[src/hw/rtl/pdeq_pkg.sv]
// ============================================================================
// pdeq_pkg
// Shared types and constants of the paced duplicate-filtering event queue.
// ============================================================================
package pdeq_pkg;

    localparam int QUEUE_DEPTH_DEF = 16;
    localparam int OP_W            = 2;
    localparam int ID_W            = 12;
    localparam int PAYLOAD_W       = 16;
    localparam int INTERVAL_W      = 16;
    localparam int COUNT_OUT_W     = 5;
    localparam int ENTRY_W         = ID_W + PAYLOAD_W;

    localparam logic [INTERVAL_W-1:0] INTERVAL_RESET = 16'd8;

    typedef enum logic [OP_W-1:0] {
        OP_ENQUEUE = 2'd0,
        OP_TICK    = 2'd1,
        OP_CLEAR   = 2'd2,
        OP_NONE    = 2'd3
    } op_t;

    typedef struct packed {
        op_t                  op;
        logic [ID_W-1:0]      id;
        logic [PAYLOAD_W-1:0] payload;
        logic                 imm;
    } cmd_t;

endpackage

[src/hw/rtl/paced_dedup_event_queue.sv]
// ============================================================================
// paced_dedup_event_queue
// Paced event queue with duplicate filter: releases at most one event per
// interval of ticks.
// ============================================================================
//  channel   handshake          payload
//  command   start / busy       operation, item_id, item_payload,
//                               immediate_allowed
//  result    done (1 cycle)     released, released_id, released_payload,
//                               duplicate_dropped, overflow_dropped,
//                               queued_count
//  config    cfg_wr_en          cfg_wr_data (release_interval)
//
//  A command passes the command queue and result registers to its result;
//  an enqueue into a non-empty queue scans the waiting entries one per cycle
//  through the store's read port; a releasing tick passes through S_POP.
//  The command queue holds two beats; busy is high while it is full.
//  No clearing pass after reset: read data is used only from occupied slots.
//  Results are strobed on done and cannot be held off.
// ============================================================================
module paced_dedup_event_queue #(
    parameter int QUEUE_DEPTH = pdeq_pkg::QUEUE_DEPTH_DEF
) (
    input  logic                                clk,
    input  logic                                rst_n,
    input  logic                                start,
    output logic                                busy,
    input  logic [pdeq_pkg::OP_W-1:0]           operation,
    input  logic [pdeq_pkg::ID_W-1:0]           item_id,
    input  logic [pdeq_pkg::PAYLOAD_W-1:0]      item_payload,
    input  logic                                immediate_allowed,
    input  logic                                cfg_wr_en,
    input  logic [pdeq_pkg::INTERVAL_W-1:0]     cfg_wr_data,
    output logic                                done,
    output logic                                released,
    output logic [pdeq_pkg::ID_W-1:0]           released_id,
    output logic [pdeq_pkg::PAYLOAD_W-1:0]      released_payload,
    output logic                                duplicate_dropped,
    output logic                                overflow_dropped,
    output logic [pdeq_pkg::COUNT_OUT_W-1:0]    queued_count
);

    logic           cmd_valid;
    pdeq_pkg::cmd_t cmd;
    logic           cmd_pop;

    pdeq_front u_front (
        .clk               (clk),
        .rst_n             (rst_n),
        .start             (start),
        .busy              (busy),
        .operation         (operation),
        .item_id           (item_id),
        .item_payload      (item_payload),
        .immediate_allowed (immediate_allowed),
        .cmd_valid         (cmd_valid),
        .cmd               (cmd),
        .cmd_pop           (cmd_pop)
    );

    pdeq_back #(
        .QUEUE_DEPTH (QUEUE_DEPTH)
    ) u_back (
        .clk               (clk),
        .rst_n             (rst_n),
        .cfg_wr_en         (cfg_wr_en),
        .cfg_wr_data       (cfg_wr_data),
        .cmd_valid         (cmd_valid),
        .cmd               (cmd),
        .cmd_pop           (cmd_pop),
        .done              (done),
        .released          (released),
        .released_id       (released_id),
        .released_payload  (released_payload),
        .duplicate_dropped (duplicate_dropped),
        .overflow_dropped  (overflow_dropped),
        .queued_count      (queued_count)
    );

endmodule

[src/hw/rtl/pdeq_ram.sv]
// ============================================================================
// pdeq_ram
// Generic single-write, single-read RAM with registered read data.
// ============================================================================
module pdeq_ram #(
    parameter int WIDTH = pdeq_pkg::ENTRY_W,
    parameter int DEPTH = pdeq_pkg::QUEUE_DEPTH_DEF
) (
    input  logic                     clk,
    input  logic                     wr_en,
    input  logic [$clog2(DEPTH)-1:0] wr_addr,
    input  logic [WIDTH-1:0]         wr_data,
    input  logic [$clog2(DEPTH)-1:0] rd_addr,
    output logic [WIDTH-1:0]         rd_data
);

    logic [WIDTH-1:0] mem_reg [DEPTH];
    logic [WIDTH-1:0] rd_data_reg;

    always_ff @(posedge clk)
    begin
        if (wr_en)
        begin
            mem_reg[wr_addr] <= wr_data;
        end
        rd_data_reg <= mem_reg[rd_addr];
    end

    assign rd_data = rd_data_reg;

endmodule

[src/hw/rtl/pdeq_front.sv]
// ============================================================================
// pdeq_front
// Command intake: decode the operation and hold commands in a two-beat queue.
// ============================================================================
module pdeq_front (
    input  logic                               clk,
    input  logic                               rst_n,
    input  logic                               start,
    output logic                               busy,
    input  logic [pdeq_pkg::OP_W-1:0]          operation,
    input  logic [pdeq_pkg::ID_W-1:0]          item_id,
    input  logic [pdeq_pkg::PAYLOAD_W-1:0]     item_payload,
    input  logic                               immediate_allowed,
    output logic                               cmd_valid,
    output pdeq_pkg::cmd_t                     cmd,
    input  logic                               cmd_pop
);

    pdeq_pkg::cmd_t slot_reg [2];
    logic           wr_ptr_reg, wr_ptr_next;
    logic           rd_ptr_reg, rd_ptr_next;
    logic [1:0]     fill_reg, fill_next;
    logic           push;
    pdeq_pkg::cmd_t cmd_in;

    assign busy      = (fill_reg == 2'd2);
    assign push      = start && !busy;
    assign cmd_valid = (fill_reg != 2'd0);
    assign cmd       = slot_reg[rd_ptr_reg];

    always_comb
    begin
        cmd_in.op      = pdeq_pkg::op_t'(operation);
        cmd_in.id      = item_id;
        cmd_in.payload = item_payload;
        cmd_in.imm     = immediate_allowed;
    end

    always_comb
    begin
        wr_ptr_next = wr_ptr_reg;
        rd_ptr_next = rd_ptr_reg;
        fill_next   = fill_reg;
        if (push)
        begin
            wr_ptr_next = !wr_ptr_reg;
        end
        if (cmd_pop && cmd_valid)
        begin
            rd_ptr_next = !rd_ptr_reg;
        end
        unique case ({push, cmd_pop && cmd_valid})
            2'b10:   fill_next = fill_reg + 2'd1;
            2'b01:   fill_next = fill_reg - 2'd1;
            default: fill_next = fill_reg;
        endcase
    end

    always_ff @(posedge clk or negedge rst_n)
    begin
        if (!rst_n)
        begin
            wr_ptr_reg <= 1'b0;
            rd_ptr_reg <= 1'b0;
            fill_reg   <= 2'd0;
        end
        else
        begin
            wr_ptr_reg <= wr_ptr_next;
            rd_ptr_reg <= rd_ptr_next;
            fill_reg   <= fill_next;
        end
    end

    always_ff @(posedge clk)
    begin
        if (push)
        begin
            slot_reg[wr_ptr_reg] <= cmd_in;
        end
    end

endmodule

[src/hw/rtl/pdeq_back.sv]
// ============================================================================
// pdeq_back
// Execution engine: pacing timer, FIFO storage, serial duplicate scan, result.
// ============================================================================
module pdeq_back #(
    parameter int QUEUE_DEPTH = pdeq_pkg::QUEUE_DEPTH_DEF
) (
    input  logic                                clk,
    input  logic                                rst_n,
    input  logic                                cfg_wr_en,
    input  logic [pdeq_pkg::INTERVAL_W-1:0]     cfg_wr_data,
    input  logic                                cmd_valid,
    input  pdeq_pkg::cmd_t                      cmd,
    output logic                                cmd_pop,
    output logic                                done,
    output logic                                released,
    output logic [pdeq_pkg::ID_W-1:0]           released_id,
    output logic [pdeq_pkg::PAYLOAD_W-1:0]      released_payload,
    output logic                                duplicate_dropped,
    output logic                                overflow_dropped,
    output logic [pdeq_pkg::COUNT_OUT_W-1:0]    queued_count
);

    localparam int IW = $clog2(QUEUE_DEPTH);
    localparam int CW = $clog2(QUEUE_DEPTH + 1);
    localparam int SW = IW + 1;
    localparam int IDW = pdeq_pkg::ID_W;
    localparam int PW  = pdeq_pkg::PAYLOAD_W;
    localparam int TW  = pdeq_pkg::INTERVAL_W;
    localparam int EW  = pdeq_pkg::ENTRY_W;
    localparam int QW  = pdeq_pkg::COUNT_OUT_W;

    typedef enum logic [1:0] {
        S_IDLE,
        S_SCAN,
        S_POP
    } state_t;

    state_t          state_reg, state_next;
    logic [IW-1:0]   head_reg, head_next;
    logic [CW-1:0]   count_reg, count_next;
    logic [CW-1:0]   scan_reg, scan_next;
    logic [TW-1:0]   ticks_reg, ticks_next;
    logic [TW-1:0]   interval_reg, interval_next;
    logic [IDW-1:0]  id_reg, id_next;
    logic [PW-1:0]   payload_reg, payload_next;
    logic            done_reg, done_next;
    logic            released_reg, released_next;
    logic [IDW-1:0]  rel_id_reg, rel_id_next;
    logic [PW-1:0]   rel_payload_reg, rel_payload_next;
    logic            dup_reg, dup_next;
    logic            ovf_reg, ovf_next;
    logic [QW-1:0]   qcount_reg, qcount_next;

    logic            ram_we;
    logic [IW-1:0]   ram_waddr;
    logic [EW-1:0]   ram_wdata;
    logic [IW-1:0]   ram_raddr;
    logic [EW-1:0]   ram_rdata;
    logic [IDW-1:0]  rd_id;
    logic [PW-1:0]   rd_payload;
    logic [TW-1:0]   ticks_inc;
    logic            passed;
    logic            passed_inc;
    logic [CW-1:0]   scan_inc;

    function automatic logic [IW-1:0] slot_of(input logic [IW-1:0] base,
                                              input logic [CW-1:0] off);
        logic [SW-1:0] sum;
        sum = SW'(base) + SW'(off);
        if (sum >= SW'(QUEUE_DEPTH))
        begin
            sum = sum - SW'(QUEUE_DEPTH);
        end
        return sum[IW-1:0];
    endfunction

    pdeq_ram #(
        .WIDTH (EW),
        .DEPTH (QUEUE_DEPTH)
    ) u_store (
        .clk     (clk),
        .wr_en   (ram_we),
        .wr_addr (ram_waddr),
        .wr_data (ram_wdata),
        .rd_addr (ram_raddr),
        .rd_data (ram_rdata)
    );

    assign rd_id      = ram_rdata[EW-1 -: IDW];
    assign rd_payload = ram_rdata[PW-1:0];
    assign ticks_inc  = (ticks_reg == {TW{1'b1}}) ? ticks_reg : ticks_reg + 1'b1;
    assign passed     = (ticks_reg >= interval_reg);
    assign passed_inc = (ticks_inc >= interval_reg);
    assign scan_inc   = scan_reg + 1'b1;

    always_comb
    begin
        state_next       = state_reg;
        head_next        = head_reg;
        count_next       = count_reg;
        scan_next        = scan_reg;
        ticks_next       = ticks_reg;
        interval_next    = cfg_wr_en ? cfg_wr_data : interval_reg;
        id_next          = id_reg;
        payload_next     = payload_reg;
        done_next        = 1'b0;
        released_next    = 1'b0;
        rel_id_next      = '0;
        rel_payload_next = '0;
        dup_next         = 1'b0;
        ovf_next         = 1'b0;
        cmd_pop          = 1'b0;
        ram_we           = 1'b0;
        ram_waddr        = slot_of(head_reg, count_reg);
        ram_wdata        = {id_reg, payload_reg};
        ram_raddr        = head_reg;

        unique case (state_reg)
            S_IDLE:
            begin
                if (cmd_valid)
                begin
                    cmd_pop      = 1'b1;
                    id_next      = cmd.id;
                    payload_next = cmd.payload;
                    unique case (cmd.op)
                        pdeq_pkg::OP_ENQUEUE:
                        begin
                            if (cmd.imm && passed && (count_reg == '0))
                            begin
                                done_next        = 1'b1;
                                released_next    = 1'b1;
                                rel_id_next      = cmd.id;
                                rel_payload_next = cmd.payload;
                                ticks_next       = '0;
                            end
                            else if (count_reg == '0)
                            begin
                                // empty queue: no duplicate possible, append
                                ram_we     = 1'b1;
                                ram_wdata  = {cmd.id, cmd.payload};
                                count_next = count_reg + 1'b1;
                                done_next  = 1'b1;
                            end
                            else
                            begin
                                scan_next  = '0;
                                state_next = S_SCAN;
                            end
                        end
                        pdeq_pkg::OP_TICK:
                        begin
                            ticks_next = ticks_inc;
                            if (passed_inc && (count_reg != '0))
                            begin
                                state_next = S_POP;
                            end
                            else
                            begin
                                done_next = 1'b1;
                            end
                        end
                        pdeq_pkg::OP_CLEAR:
                        begin
                            head_next  = '0;
                            count_next = '0;
                            ticks_next = '0;
                            done_next  = 1'b1;
                        end
                        pdeq_pkg::OP_NONE:
                        begin
                            done_next = 1'b1;
                        end
                    endcase
                end
            end
            S_SCAN:
            begin
                ram_raddr = slot_of(head_reg, scan_inc);
                if (rd_id == id_reg)
                begin
                    dup_next   = 1'b1;
                    done_next  = 1'b1;
                    state_next = S_IDLE;
                end
                else if (scan_inc == count_reg)
                begin
                    if (count_reg == CW'(QUEUE_DEPTH))
                    begin
                        ovf_next = 1'b1;
                    end
                    else
                    begin
                        ram_we     = 1'b1;
                        count_next = count_reg + 1'b1;
                    end
                    done_next  = 1'b1;
                    state_next = S_IDLE;
                end
                else
                begin
                    scan_next = scan_inc;
                end
            end
            S_POP:
            begin
                done_next        = 1'b1;
                released_next    = 1'b1;
                rel_id_next      = rd_id;
                rel_payload_next = rd_payload;
                head_next        = slot_of(head_reg, CW'(1));
                count_next       = count_reg - 1'b1;
                ticks_next       = '0;
                state_next       = S_IDLE;
            end
            default:
            begin
                state_next = S_IDLE;
            end
        endcase

        qcount_next = QW'(count_next);
    end

    always_ff @(posedge clk or negedge rst_n)
    begin
        if (!rst_n)
        begin
            state_reg       <= S_IDLE;
            head_reg        <= '0;
            count_reg       <= '0;
            scan_reg        <= '0;
            ticks_reg       <= '0;
            interval_reg    <= pdeq_pkg::INTERVAL_RESET;
            id_reg          <= '0;
            payload_reg     <= '0;
            done_reg        <= 1'b0;
            released_reg    <= 1'b0;
            rel_id_reg      <= '0;
            rel_payload_reg <= '0;
            dup_reg         <= 1'b0;
            ovf_reg         <= 1'b0;
            qcount_reg      <= '0;
        end
        else
        begin
            state_reg       <= state_next;
            head_reg        <= head_next;
            count_reg       <= count_next;
            scan_reg        <= scan_next;
            ticks_reg       <= ticks_next;
            interval_reg    <= interval_next;
            id_reg          <= id_next;
            payload_reg     <= payload_next;
            done_reg        <= done_next;
            released_reg    <= released_next;
            rel_id_reg      <= rel_id_next;
            rel_payload_reg <= rel_payload_next;
            dup_reg         <= dup_next;
            ovf_reg         <= ovf_next;
            qcount_reg      <= qcount_next;
        end
    end

    assign done              = done_reg;
    assign released          = released_reg;
    assign released_id       = rel_id_reg;
    assign released_payload  = rel_payload_reg;
    assign duplicate_dropped = dup_reg;
    assign overflow_dropped  = ovf_reg;
    assign queued_count      = qcount_reg;

endmodule

[config.mk]
export PLATFORM = sky130hd
export DESIGN_NAME = paced_dedup_event_queue
export DESIGN_NICKNAME = d
export VERILOG_FILES = /design/src/hw/rtl/pdeq_pkg.sv /design/src/hw/rtl/paced_dedup_event_queue.sv /design/src/hw/rtl/pdeq_ram.sv /design/src/hw/rtl/pdeq_front.sv /design/src/hw/rtl/pdeq_back.sv
export SDC_FILE = /design/constraint.sdc
export NUM_CORES = 1
export LEC_CHECK = 0
export BUFFER_PORTS_ARGS = -buffer_cell sky130_fd_sc_hd__buf_2
export CAP_MARGIN = 20
export CORE_MARGIN = 4
export CORE_UTILIZATION = 60
export DETAILED_ROUTE_END_ITERATION = 8
export GPL_TIMING_DRIVEN = 1
export PLACE_DENSITY = 0.77
export SLEW_MARGIN = 40
export SYNTH_ARGS = -nofsm -noshare
export SYNTH_HDL_FRONTEND = slang
export SYNTH_SLANG_ARGS = --single-unit
[constraint.sdc]
create_clock -name clk -period 6.7 [get_ports clk]
set_clock_uncertainty 0.1 [all_clocks]
set_input_delay 0.335 -clock clk [delete_from_list [all_inputs] [get_ports clk]]
set_output_delay 0.335 -clock clk [all_outputs]
set_load 0.01 [all_outputs]
# Word level (Yosys, flattened, before mapping)
# Memory sizes are Yosys's and may differ from the RTL's. A register that Yosys moved wholly into a read port is not among the register bits.
# Index checks and enable logic that the tools add are counted.
# Widths: inputs -> output; s select.
# word_totals
ramBits	510
in_bits	51
output_inout_bits	38
regBits	112
memories	2
# op_classes
reduce_logical	24
magnitude_cmp	5
eq_ne	30
n_addsub	12
muxes	80
# memory_table
name	words	width	read_ports	rd_clocked_by_memory_dff	wr	line	source
u_back.u_store.mem_reg	16	28	1	1	1	pdeq_ram.sv:17	logic [WIDTH-1:0] mem_reg [DEPTH];
u_front.slot_reg	2	31	1	0	1	pdeq_front.sv:19	pdeq_pkg::cmd_t slot_reg [2];
# op_table
operator	count
$mux 28	5
$mux 16	6
$pmux 16 s2	2
$mux 5	12
$pmux 16 s3	1
$mux 12	3
$ge 16x16->1	2
$mux 1	27
$mux 4	6
$pmux 12 s2	1
$pmux 5 s2	2
$add 16x1->16 const B	1
$eq 16x16->1 const B	1
$ne 2x2->1 const B	8
$ge 5x5->1 const B	3
$pmux 5 s3	1
$eq 12x12->1	1
$mux 2	6
$ne 3x3->1 const B	4
$pmux 2 s2	3
$sub 4x1->4 const B	3
$add 4x5->5	2
$add 5x1->5 const B	2
$eq 2x2->1 const B	5
28 further kinds	44

# Depth between registers and ports, before layout
# depth
word_depth	9
ltp_mapped	14
ltp_nobuf	13

# Hierarchy
# From an unflattened synthesis, not the netlist that was laid out.
# unflattened
hier_cells	1470
area_unflattened_um2	26441.6
# by_module_without_submodules
mod	area_per_inst_um2	instances	cells_per_inst
pdeq_ram	17523.1	1	735
pdeq_back	6462.4	1	620
pdeq_front	2456.1	1	115

# Worst setup path after synthesis
# Ideal clock, no wire load.
# synth_path
kind	reg2reg
from	reg u_back.scan_reg[0]
to	mem u_back.u_store.mem_reg[12][0] (netlist name) (enable)
stages_incl_launch_ff	9
t_arrival_ns	4.616
period_less_slack_ns	5.199
t_required_ns	6.117
setup_time_ns	0.483
path_buffers	2
slack_ns	1.501
cell_sequence	dfrtp_1 > ha_1 > xor2_2 > xor2_1 > nor4_4 > buf_6 > a32oi_4 > buf_4 > nor4_1
# synth_via
elab_chain_len	7
# synth_lines
item	line	source
start: declaration	pdeq_back.sv:42	logic [CW-1:0] scan_reg, scan_next;
start signal: assignment	pdeq_back.sv:251	scan_reg <= scan_next;
$add 5x1->5	pdeq_back.sv:95	assign scan_inc = scan_reg + 1'b1;
$eq 5x5->1	pdeq_back.sv:187	else if (scan_inc == count_reg)
$mux 1	pdeq_back.sv:187	
$mux 1	pdeq_back.sv:181	if (rd_id == id_reg)
$pmux 1 s2	pdeq_back.sv:119	unique case (state_reg)
$mux 1	pdeq_ram.sv:22	if (wr_en)
$mux 1 (not written as such)	pdeq_ram.sv:24	mem_reg[wr_addr] <= wr_data;
end: declaration	pdeq_ram.sv:17	
# No other way between the ends.

# Final worst setup path
# layout_path
from	reg u_front.rd_ptr_reg
to	mem u_back.u_store.mem_reg[12][12] (netlist name) (enable)
# layout_via
elab_chain_len	9
# layout_lines
item	line	source
start: declaration	pdeq_front.sv:21	logic rd_ptr_reg, rd_ptr_next;
start signal: assignment	pdeq_front.sv:70	rd_ptr_reg <= rd_ptr_next;
$mem_v2 2x31 (*)	-	
$logic_and 1x1->1 (2 in series)	pdeq_back.sv:130	if (cmd.imm && passed && (count_reg == '0))
$mux 1	pdeq_back.sv:130	
$mux 1 (*)	pdeq_back.sv:127	unique case (cmd.op)
$mux 1 (*)	pdeq_back.sv:122	if (cmd_valid)
$pmux 1 s2 (*)	pdeq_back.sv:119	
$mux 1 (*)	pdeq_ram.sv:22	
$mux 1 (not written as such) (*)	pdeq_ram.sv:24	
# Mark *: on every way between the ends. The rest lies on a longest branch, timed or not.

==> impl_metrics.py <==
metrics = {
    "place": {
        "gp_congestion": 0.9041,
        "port_buffers": 88,
        "dp.cells": 2653,
        "dp_hpwl_mm": 36.24,
    },
    "final_layout": {
        "layout-drive-gt1-share_pct": 15.37,
        "num-fill-cells": 2877,
        "ff_latch_area_sq_mm": 0.01868,
        "antenna_cells": 0,
        "nets": 2267,
        "synthToLayoutAreaGrowth_pct": 13.64,
        "largest_reg_flops": 448,
        "multi_input_area_sq_mm": 0.008441,
        "final_cells": 2819,
    },
    "setup_path": {
        "rr_worst_depth": 8,
        "start_kind": "register",
        "timing.rr.end": "u_back.u_store.mem_reg[12][12]",
        "cp_max_fo": 28,
        "rr_startpoint": "u_front.rd_ptr_reg",
        "r2r_setup_slack_ps": 2360,
        "end_kind": "register",
        "path_class": "register to register",
        "worst_ep_arrival_time_ps": 4500,
        "cp.required_ps": 6860,
    },
    "timing": {
        "slew_violations": 0,
        "tightest_slew_ps": 938.4,
        "fmax_ghz": 0.2307,
        "hold_viol": 0,
        "setup_viol": 0,
        "relSlewSlack_pct": 35.65,
        "whs_ps": 43.24,
        "period_minus_slack_ps": 4335,
        "rsz0062_at_grt": "no",
        "tns_ps": 0,
        "post-route-period-util_pct": 64.71,
    },
    "routing": {
        "antenna_left": 0,
        "vias": 17809,
        "drc_errors": 0,
        "viasPerCell": 6.317,
        "wl_per_cell_um": 23.63,
        "dr.pass1.iters": 8,
        "initialDrtViolationCount": 2414,
        "routed_wl_mm": 66.61,
    },
    "floorplan": {
        "die_h_um": 222.5,
        "initial_core_util_pct": 60.71,
        "fp-row-count": 78,
        "io_pins": 89,
        "core_area_sq_mm": 0.04548,
        "die-area_sq_mm": 0.04951,
        "die_w_um": 222.5,
    },
    "yosys": {
        "syn_area_sq_mm": 0.02761,
        "ys_ff_latch": 650,
        "yosys_warnings": 0,
        "synthCells": 2063,
        "syn_nets": 2164,
        "yosysUniqueCellTypes": 87,
        "syn_avg_cell_area_sq_um": 13.38,
        "synth-async-reset-ratio_pct": 17.23,
        "ys.flop_type": "edfxtp_1",
        "synth_edf_count": 510,
        "ys_seq_area_share_pct": 67.65,
    },
    "cts": {
        "clock_sinks": 650,
        "clockBufferDepth": 3,
        "numCtsBuffers": 61,
        "clk-insertion-delay-late_ps": 630,
        "cts_root_buf": "clkbuf_16",
        "cts_tree": "built",
        "htreeDepth": 2,
        "clk_pin_slew_worst_paths_ps": 70,
    },
    "pwr": {
        "power_leakage_nw": 11.36,
        "ir_drop_mv": 0.3512,
        "total_power_w": 0.01333,
        "powerDensity_mw_per_mm2": 425.0,
    },
    "min_path": {
        "whs_path_depth": 3,
        "hold_path_end": "u_back.interval_reg[3]",
        "hold_path.class": "input port to register",
        "hp-start": "cfg_wr_en",
    },
    "flow_run": {
        "maxCapViolCount": 0,
    },
    "grt": {
        "grt_pass1_wl_mm": 101.0,
        "antenna_found_initial": 0,
        "track_usage_pct": 26.30,
        "grt_overflow": 0,
        "grt_max_degree": 225,
        "grt_pass1_vias": 17225,
    },
    "run_status": {
        "status": "complete, no violations",
    },
}
[synth_stat cells, types with 4 or more instances]
| cell | count | share of area (%) |
|---|---|---|
| dfxtp_1 | 28 | 2.0 |
| nand2b_1 | 11 | 0.25 |
| dfrtp_1 | 111 | 10 |
| nor2_1 | 31 | 0.42 |
| nand4_1 | 5 | 0.11 |
| nand2_1 | 356 | 4.8 |
| mux2_2 | 5 | 0.20 |
| and2_1 | 118 | 2.7 |
| xor2_1 | 13 | 0.41 |
| nor4_1 | 12 | 0.27 |
| edfxtp_1 | 510 | 55 |
| nor3_1 | 17 | 0.31 |
| inv_1 | 28 | 0.38 |
| mux2i_1 | 37 | 1.3 |
| o21ai_0 | 90 | 1.6 |
| mux4_2 | 28 | 2.3 |
| buf_2 | 33 | 0.60 |
| nand3_1 | 24 | 0.44 |
| buf_4 | 6 | 0.16 |
| ha_1 | 48 | 2.2 |
| nor4b_1 | 4 | 0.13 |
| xnor2_1 | 25 | 0.79 |
| buf_6 | 13 | 0.53 |
| nor3b_1 | 4 | 0.11 |
| a31oi_1 | 119 | 2.7 |
| o211ai_1 | 14 | 0.38 |
| o221ai_1 | 4 | 0.13 |
| a21oi_1 | 82 | 1.5 |
| clkbuf_1 | 75 | 1.0 |
| and3_1 | 10 | 0.23 |
| a21o_1 | 5 | 0.14 |
| a211oi_1 | 114 | 3.1 |
[cell type report]
type | count | area share, %
clock buffer | 82 | 5.439
clock inverter | 34 | 1.156
inverter | 29 | 0.3469
multi-input combinational | 1252 | 26.90
sequential | 650 | 59.54
tap | 600 | 2.393
timing repair buffer | 172 | 4.227
[worst max-delay path, stage by stage, from the launching register on]
cell       delay, ps
dfrtp_2          780
buf_4            430
mux2i_1          400
nor4b_1          150
a2bb2oi_4        510
buf_4            370
a32oi_4          220
nor4_2           350
buf_4            580
[logic make-up after synthesis]
group           Yosys count  synth area share (%)
mux                      74                 4.038
xor+xnor                 42                 1.482
simple gates            619                 10.73
compound gates          467                 10.99
fa+ha+maj                50                 2.320
buf+inv                 161                 2.782
flops                   650                 67.65
[how the worst max path moves through the flow]
stage	endpoint	slack [ps]	cells after the start	start
6_report	u_back.u_store.mem_reg[12][12]	2360	8	u_front.rd_ptr_reg
5_1_grt	u_back.u_store.mem_reg[0][5]	2200	9	u_back.count_reg[1]
4_1_cts	u_back.u_store.mem_reg[9][5]	2400	9	u_back.count_reg[1]
3_5_place_dp	u_back.u_store.mem_reg[6][13]	2420	9	u_back.count_reg[1]
3_3_place_gp	u_back.u_store.mem_reg[5][27]	2380	8	u_back.count_reg[1]
2_1_floorplan	u_back.u_store.mem_reg[12][0]	1500	8	u_back.scan_reg[0]
[layout by cell type (no fill, tap or decap), types with 28 or more instances in the layout]
cell type | netlist | routed
a211oi_1 | 114 | 114
a21oi_1 | 82 | 54
a21oi_2 | 1 | 29
a31oi_1 | 119 | 119
and2_1 | 118 | 117
buf_2 | 33 | 87
buf_4 | 6 | 28
clkbuf_16 | 0 | 62
dfrtp_1 | 111 | 110
dfxtp_1 | 28 | 28
dlygate4sd3_1 | 0 | 48
edfxtp_1 | 510 | 510
ha_1 | 48 | 48
inv_1 | 28 | 28
mux2i_1 | 37 | 37
mux4_2 | 28 | 28
nand2_1 | 356 | 356
nor2_1 | 31 | 30
o21ai_0 | 90 | 90
[timing repair]
| item | CTS | global route |
|---|---|---|
| buffers inserted | 0 | 0 |
| endpoints found under the hold margin | 120 | 0 |
| gates resized for setup | 0 | 0 |
| hold buffers | 48 | 0 |
[report_power, final]
part / leakage (nW) / internal [W] / switching [W] / total [W]
logic: 4.02 / 0.00140 / 0.00272 / 0.00413
registers: 6.32 / 0.00539 / 0.000294 / 0.00568
clock network: 1.01 / 0.00203 / 0.00150 / 0.00353
[per-stage QoR]
| step | worst slack (ps) | instance area [sq um] | util [%] |
|---|---|---|---|
| after floorplan | 1501 | 27610 | - |
| after global placement | 2385 | 28560 | 62.79 |
| after detailed placement | 2423 | 28660 | 63.02 |
| after CTS | 2401 | 31210 | 68.63 |
| after global routing | 2201 | 31380 | 68.99 |
| final | 2365 | 31380 | 68.99 |
[per-layer routing]
metal  global-route usage, %  part of all wire (%)  vias to the layer above
met5                       0                     0                        -
met3                   4.347                   8.6                      123
met1                   37.36                    40                     8907
met4                   8.729                   2.8                        0
met2                   42.23                    48                      859
li1                        -                     -                     7920
Power figures use the tool's default switching activity.
